$ cat config.mk
export PLATFORM = sky130hd
export DESIGN_NAME = poi_mul
export DESIGN_NICKNAME = d
export VERILOG_FILES = /design/src/hw/rtl/poi_pkg.sv /design/src/hw/rtl/poi_mul.sv
export SDC_FILE = /design/constraint.sdc
export NUM_CORES = 2
export LEC_CHECK = 0
export BUFFER_PORTS_ARGS = -buffer_cell sky130_fd_sc_hd__buf_2
export CORE_UTILIZATION = 50
export DETAILED_ROUTE_END_ITERATION = 8
export HOLD_SLACK_MARGIN = 0.15
export MAX_ROUTING_LAYER = met4
export PLACE_DENSITY = 0.69
export SETUP_SLACK_MARGIN = 0.02
export SYNTH_ARGS = -nofsm -noshare
export SYNTH_HDL_FRONTEND = slang
export SYNTH_SLANG_ARGS = --single-unit
$ cat constraint.sdc
create_clock -name clk -period 8.3 [get_ports clk]
set_input_delay 1.245 -clock clk [delete_from_list [all_inputs] [get_ports clk]]
set_output_delay 1.245 -clock clk [all_outputs]
set_load 0.01 [all_outputs]
$ cat src/hw/rtl/poi_pkg.sv
`timescale 1ns / 1ps
// poi_pkg: beat structs, fixed-point constants and the rounding helper
// used by the odometry integrator top level and its shared multiplier
package poi_pkg;

    localparam int MUL_W  = 33;
    localparam int PROD_W = 2 * MUL_W;
    localparam int CORE_W = 32;

    localparam logic OP_VEL  = 1'b0;
    localparam logic OP_TICK = 1'b1;

    typedef struct packed {
        logic               op;
        logic signed [23:0] vel_x;
        logic signed [23:0] vel_y;
        logic signed [23:0] vel_yaw;
        logic        [23:0] delta_time;
    } poi_cmd_t;

    typedef struct packed {
        logic signed [31:0] pos_x;
        logic signed [31:0] pos_y;
        logic        [31:0] heading;
        logic signed [15:0] quat_z;
        logic signed [15:0] quat_w;
        logic signed [23:0] held_vel_x;
        logic signed [23:0] held_vel_y;
        logic signed [23:0] held_vel_yaw;
    } poi_pose_t;

    // multiplier-side constants
    localparam logic signed [MUL_W-1:0] HALF_PI_Q30 = 33'sd1686629713;
    localparam logic signed [MUL_W-1:0] RAD_TO_BANG = 33'sd2670177;

    // taylor coefficients in q2.30
    localparam logic signed [CORE_W-1:0] ONE_Q30 = 32'sd1073741824;
    localparam logic signed [CORE_W-1:0] C_I3    = 32'sd178956971;
    localparam logic signed [CORE_W-1:0] C_I5    = 32'sd8947849;
    localparam logic signed [CORE_W-1:0] C_I7    = 32'sd213044;
    localparam logic signed [CORE_W-1:0] C_I2    = 32'sd536870912;
    localparam logic signed [CORE_W-1:0] C_I4    = 32'sd44739243;
    localparam logic signed [CORE_W-1:0] C_I6    = 32'sd1491308;
    localparam logic signed [CORE_W-1:0] C_I8    = 32'sd26631;

    // round half up then arithmetic shift right
    function automatic logic signed [PROD_W-1:0] round_shift(
        input logic signed [PROD_W-1:0] v,
        input logic        [5:0]        sh
    );
        logic signed [PROD_W-1:0] half;
        half = PROD_W'(1) << (sh - 6'd1);
        return (v + half) >>> sh;
    endfunction

endpackage

$ cat src/hw/rtl/poi_mul.sv
`timescale 1ns / 1ps
// poi_mul: shared signed multiplier with a registered product
// depends on poi_pkg for operand and product widths
module poi_mul
    import poi_pkg::*;
(
    input  logic                     clk,
    input  logic signed [MUL_W-1:0]  a,
    input  logic signed [MUL_W-1:0]  b,
    output logic signed [PROD_W-1:0] prod
);

    logic signed [PROD_W-1:0] prod_reg;

    always_ff @(posedge clk)
    begin
        prod_reg <= a * b;
    end

    assign prod = prod_reg;

endmodule

# Yosys cells after proc, flatten, opt, wreduce, memory -nomap -nowiden
# Cells that the tools add are included.
# word_totals
register_bits,66
input_bits,67
# classes
n_mul,1
# op_table
cell,n
$mul 33x33->66,1

# Longest topological paths before layout
# depth
word_depth,1
ltp_mapped,27
ltp_nobuf,26

# Least setup slack after synthesis
# Ideal clock, no wire load.
# synth_path
kind,in2reg
startpoint,input port a[32]
endpoint,register prod_reg[62] (netlist: prod[62])
setup_slack_ns,-0.181
n_path_buf,2
cell_stages,23
t_arrival_ns,8.402
path_cell_list,clkbuf_1 nand2_1 inv_1 fa_1 fa_1 fa_1 fa_1 fa_1 fa_1 fa_1 inv_1 fa_1 inv_1 ha_1 clkbuf_1 and3_1 nand3_1 nand2b_1 a2111oi_4 a211oi_4 a21o_2 a21o_1 a211oi_2
# synth_via
elab_chain_cells,1
# synth_lines
element,line,source
start: declaration,poi_mul.sv:8,"input logic signed [MUL_W-1:0] a,"
$mul 33x33->66,poi_mul.sv:17,prod_reg <= a * b;
end signal: assignment,poi_mul.sv:17,
end: declaration,poi_mul.sv:13,logic signed [PROD_W-1:0] prod_reg;
# No other way between the ends.

# Worst setup path in the final report
# layout_path
startpoint,input port a[31]
endpoint,register prod_reg[59] (netlist: prod[59])
# Same word-level chain as after synthesis.

==> flow_summary.ini <==
[outcome]
run_status = complete, no violations

[synthesis]
seq_area_frac_synth = 0.0324
synth.net_count = 5767
synth.top_cells.by_area = sky130_fd_sc_hd__fa_1 56%, sky130_fd_sc_hd__inv_1 10%, sky130_fd_sc_hd__and2_1 8.6%
netlist.top_cell.by_area = sky130_fd_sc_hd__fa_1
ys.flop_type = sky130_fd_sc_hd__dfxtp_1
synth-warning-count = 0
synth.cell_area_um2 = 40700
synth_cell_type_count = 80
avgSynthCellArea_um2 = 9.39
post-synth-top-area-fraction = 0.563
ys_async_sr_fraction = 0
post_synth_inst_count = 4338
synth_enable_flop_cells = 0
flip_flop_and_latch_count_after_synthesis = 66

[finish]
post-route-cell-area_um2 = 46100
final_cells = 5765
area_taken_by_multi_input_logic_gates_um2 = 34500
n_fill_cell = 7093
syn_to_layout_area_delta_pct = 13.3
largest_register_ffs = 66
final_nets = 6124
drive_above_1_share = 0.138
final-seq-area_um2 = 1320

[clock_tree]
clock_tree.htree_level_count = 3
tritoncts_clock_tree = yes
clockBufferDepth = 2
cts.clk_slew.worst_paths_ns = 0.08
ctsRootBufferMaster = sky130_fd_sc_hd__clkbuf_16
cts.hold.buffers_added = 0
number_of_sinks_driven_by_the_clock_tree = 66
cts_inserted_buffers = 9

[drt]
drcViolationCount = 0
mean_number_of_vias_per_cell = 5.17
initialDrtViolationCount = 1456
via_count = 29800
antenna_violating_nets_post_route = 0
dr.pass1.iters = 5
detail_route.wl_per_cell_um = 18.9
detail_route.wirelength_um = 109000

[critical_path]
critical_path_buf_inv_count = 11
critical_path_sink_type = flop
worst_path_largest_cell_delay_ns = 0.55
crit_type = in2reg
crit_top_cell = sky130_fd_sc_hd__fa_1
crit_path_max_fanout = 13
crit_required_ns = 8.59
setup.worst_path.start_class = input pin
worst_path_max_delay_cell = sky130_fd_sc_hd__fa_1
critPathTopFamily = adder cells
signal_arrival_time_at_the_worst_endpoint_ns = 8.37

[global_route]
global_route.overflow_total = 0
grt_pass1_wl_um = 178000
global_route.usage.total = 0.290
largest_net_degree_at_the_start_of_global_routing = 34
first_global_vias = 33300
antenna_violations_before_repair = 4

[timing]
slew_violations = 0
rsz0062_at_grt = true
post-route-min-period_ns = 8.08
hold_violations_final = 0
timing.final.setup_violations = 0
worst_slew_margin_rel = 0.633
max_slew.worst_pin.slew_ns = 0.550
post-route-period-util = 0.974
setup_ws_ns = 0.220
highest_attainable_clock_frequency_mhz = 124

[hold_path]
hold_path_startpoint = a[0]
hold_depth = 3
worst_hold_path.endpoint = prod[0]
timing.hold.worst.class = in2reg

[placed_design]
numPlacedInstances = 5737
dp_hpwl_um = 96900
placed_area_um2 = 45500
placement.io_buffers = 132
placement.setup.worst_slack_ns = -0.495
routabilityCongestion = 0.953

[die]
die-width_um = 287
dieArea_um2 = 82600
design.portCount = 133
coreArea_um2 = 80500
start_util = 0.506
die_height_um = 287
floorplan.rows = 104

[job]
drv_cap = 0
tightest hold or removal path, stage by stage:
cell and delay, ns:
sky130_fd_sc_hd__buf_2 0.16, sky130_fd_sc_hd__buf_12 0.18, sky130_fd_sc_hd__and2_1 0.18
layout by cell type, fill, tap and decap left out, types with 9 or more instances in the layout:
cell / Yosys / final
sky130_fd_sc_hd__buf_2: 11 / 109
sky130_fd_sc_hd__inv_1: 1131 / 1130
sky130_fd_sc_hd__a21oi_1: 57 / 50
sky130_fd_sc_hd__nand3_1: 25 / 25
sky130_fd_sc_hd__nor2_1: 68 / 67
sky130_fd_sc_hd__xnor2_1: 43 / 43
sky130_fd_sc_hd__nand2_1: 551 / 550
sky130_fd_sc_hd__buf_4: 0 / 401
sky130_fd_sc_hd__clkbuf_16: 0 / 9
sky130_fd_sc_hd__xor2_1: 25 / 25
sky130_fd_sc_hd__a21oi_2: 3 / 10
sky130_fd_sc_hd__buf_12: 0 / 36
sky130_fd_sc_hd__nand4_1: 11 / 11
sky130_fd_sc_hd__o21ai_0: 25 / 23
sky130_fd_sc_hd__and2_1: 562 / 562
sky130_fd_sc_hd__a21o_1: 36 / 36
sky130_fd_sc_hd__clkbuf_4: 0 / 20
sky130_fd_sc_hd__dfxtp_1: 66 / 66
sky130_fd_sc_hd__ha_1: 217 / 215
sky130_fd_sc_hd__o21bai_1: 11 / 10
sky130_fd_sc_hd__nand2b_1: 12 / 11
sky130_fd_sc_hd__fa_1: 1145 / 1142
Yosys cell counts, types with 12 or more instances:
library cell and number:
sky130_fd_sc_hd__and2_1 562, sky130_fd_sc_hd__a21o_1 36, sky130_fd_sc_hd__clkbuf_1 208, sky130_fd_sc_hd__dfxtp_1 66, sky130_fd_sc_hd__xor2_1 25, sky130_fd_sc_hd__nand3_1 25, sky130_fd_sc_hd__nand2b_1 12, sky130_fd_sc_hd__o21ai_0 25
sky130_fd_sc_hd__a21oi_1 57, sky130_fd_sc_hd__ha_1 217, sky130_fd_sc_hd__xnor2_1 43, sky130_fd_sc_hd__fa_1 1145, sky130_fd_sc_hd__nand2_1 551, sky130_fd_sc_hd__inv_1 1131, sky130_fd_sc_hd__nor2_1 68
worst max path at each step:
| stage | startpoint | end | slack (ns) | depth (start not counted) |
|---|---|---|---|---|
| after floorplan | a[32] | prod[62] | 0.04 | 23 |
| after global placement | b[13] | prod[62] | -0.42 | 23 |
| after detailed placement | b[13] | prod[62] | -0.50 | 23 |
| after CTS | a[32] | prod[62] | 0.08 | 26 |
| after global routing | b[0] | prod[58] | -0.007 | 28 |
| final | a[31] | prod[59] | 0.22 | 29 |
logic make-up after synthesis:
group                      count (synthesis)  synth area share
adders and majority gates               1362             0.629
buffers and inverters                   1352             0.125
and+or+nand+nor                         1271             0.158
AOI/OAI and AO/OA                        219            0.0407
xor gates and xnor gates                  68            0.0146
DFF                                       66            0.0324
area by class of cell:
class                           instances  area share
Antenna cell                            5    0.000271
Clock buffer                            9     0.00488
Clock inverter                          7     0.00220
Inverter                             1131      0.0920
Multi-Input combinational cell       2920       0.747
Sequential cell                        66      0.0286
Tap cell                             1060      0.0287
Timing Repair Buffer                  567      0.0963
timing repair:
item / CTS / global route
resized for setup: 4 / 55
setup buffers: 0 / 7
endpoints found under the setup margin: 3 / 19
pin swaps: 0 / 14
routing by layer:
metal  part of all wire  track usage  vias to the layer above
met5                  0            -                        -
met4              0.053        0.132                        0
met3              0.040       0.0276                      268
met2               0.55        0.520                      821
met1               0.36        0.325                    15700
li1                   -            -                    13000
through the flow:
stage	util	TNS, ns	hold slack, ns
2_1_floorplan	-	0	1.37
3_3_place_gp	0.565	-4.30	1.64
3_5_place_dp	0.565	-5.58	1.64
4_1_cts	0.569	0	1.42
5_1_grt	0.573	-0.00675	1.44
6_report	0.573	0	1.45
Power is left out: the tool's default activity adds up to more than one toggle a clock period on the data nets, which glitch-free logic cannot reach.
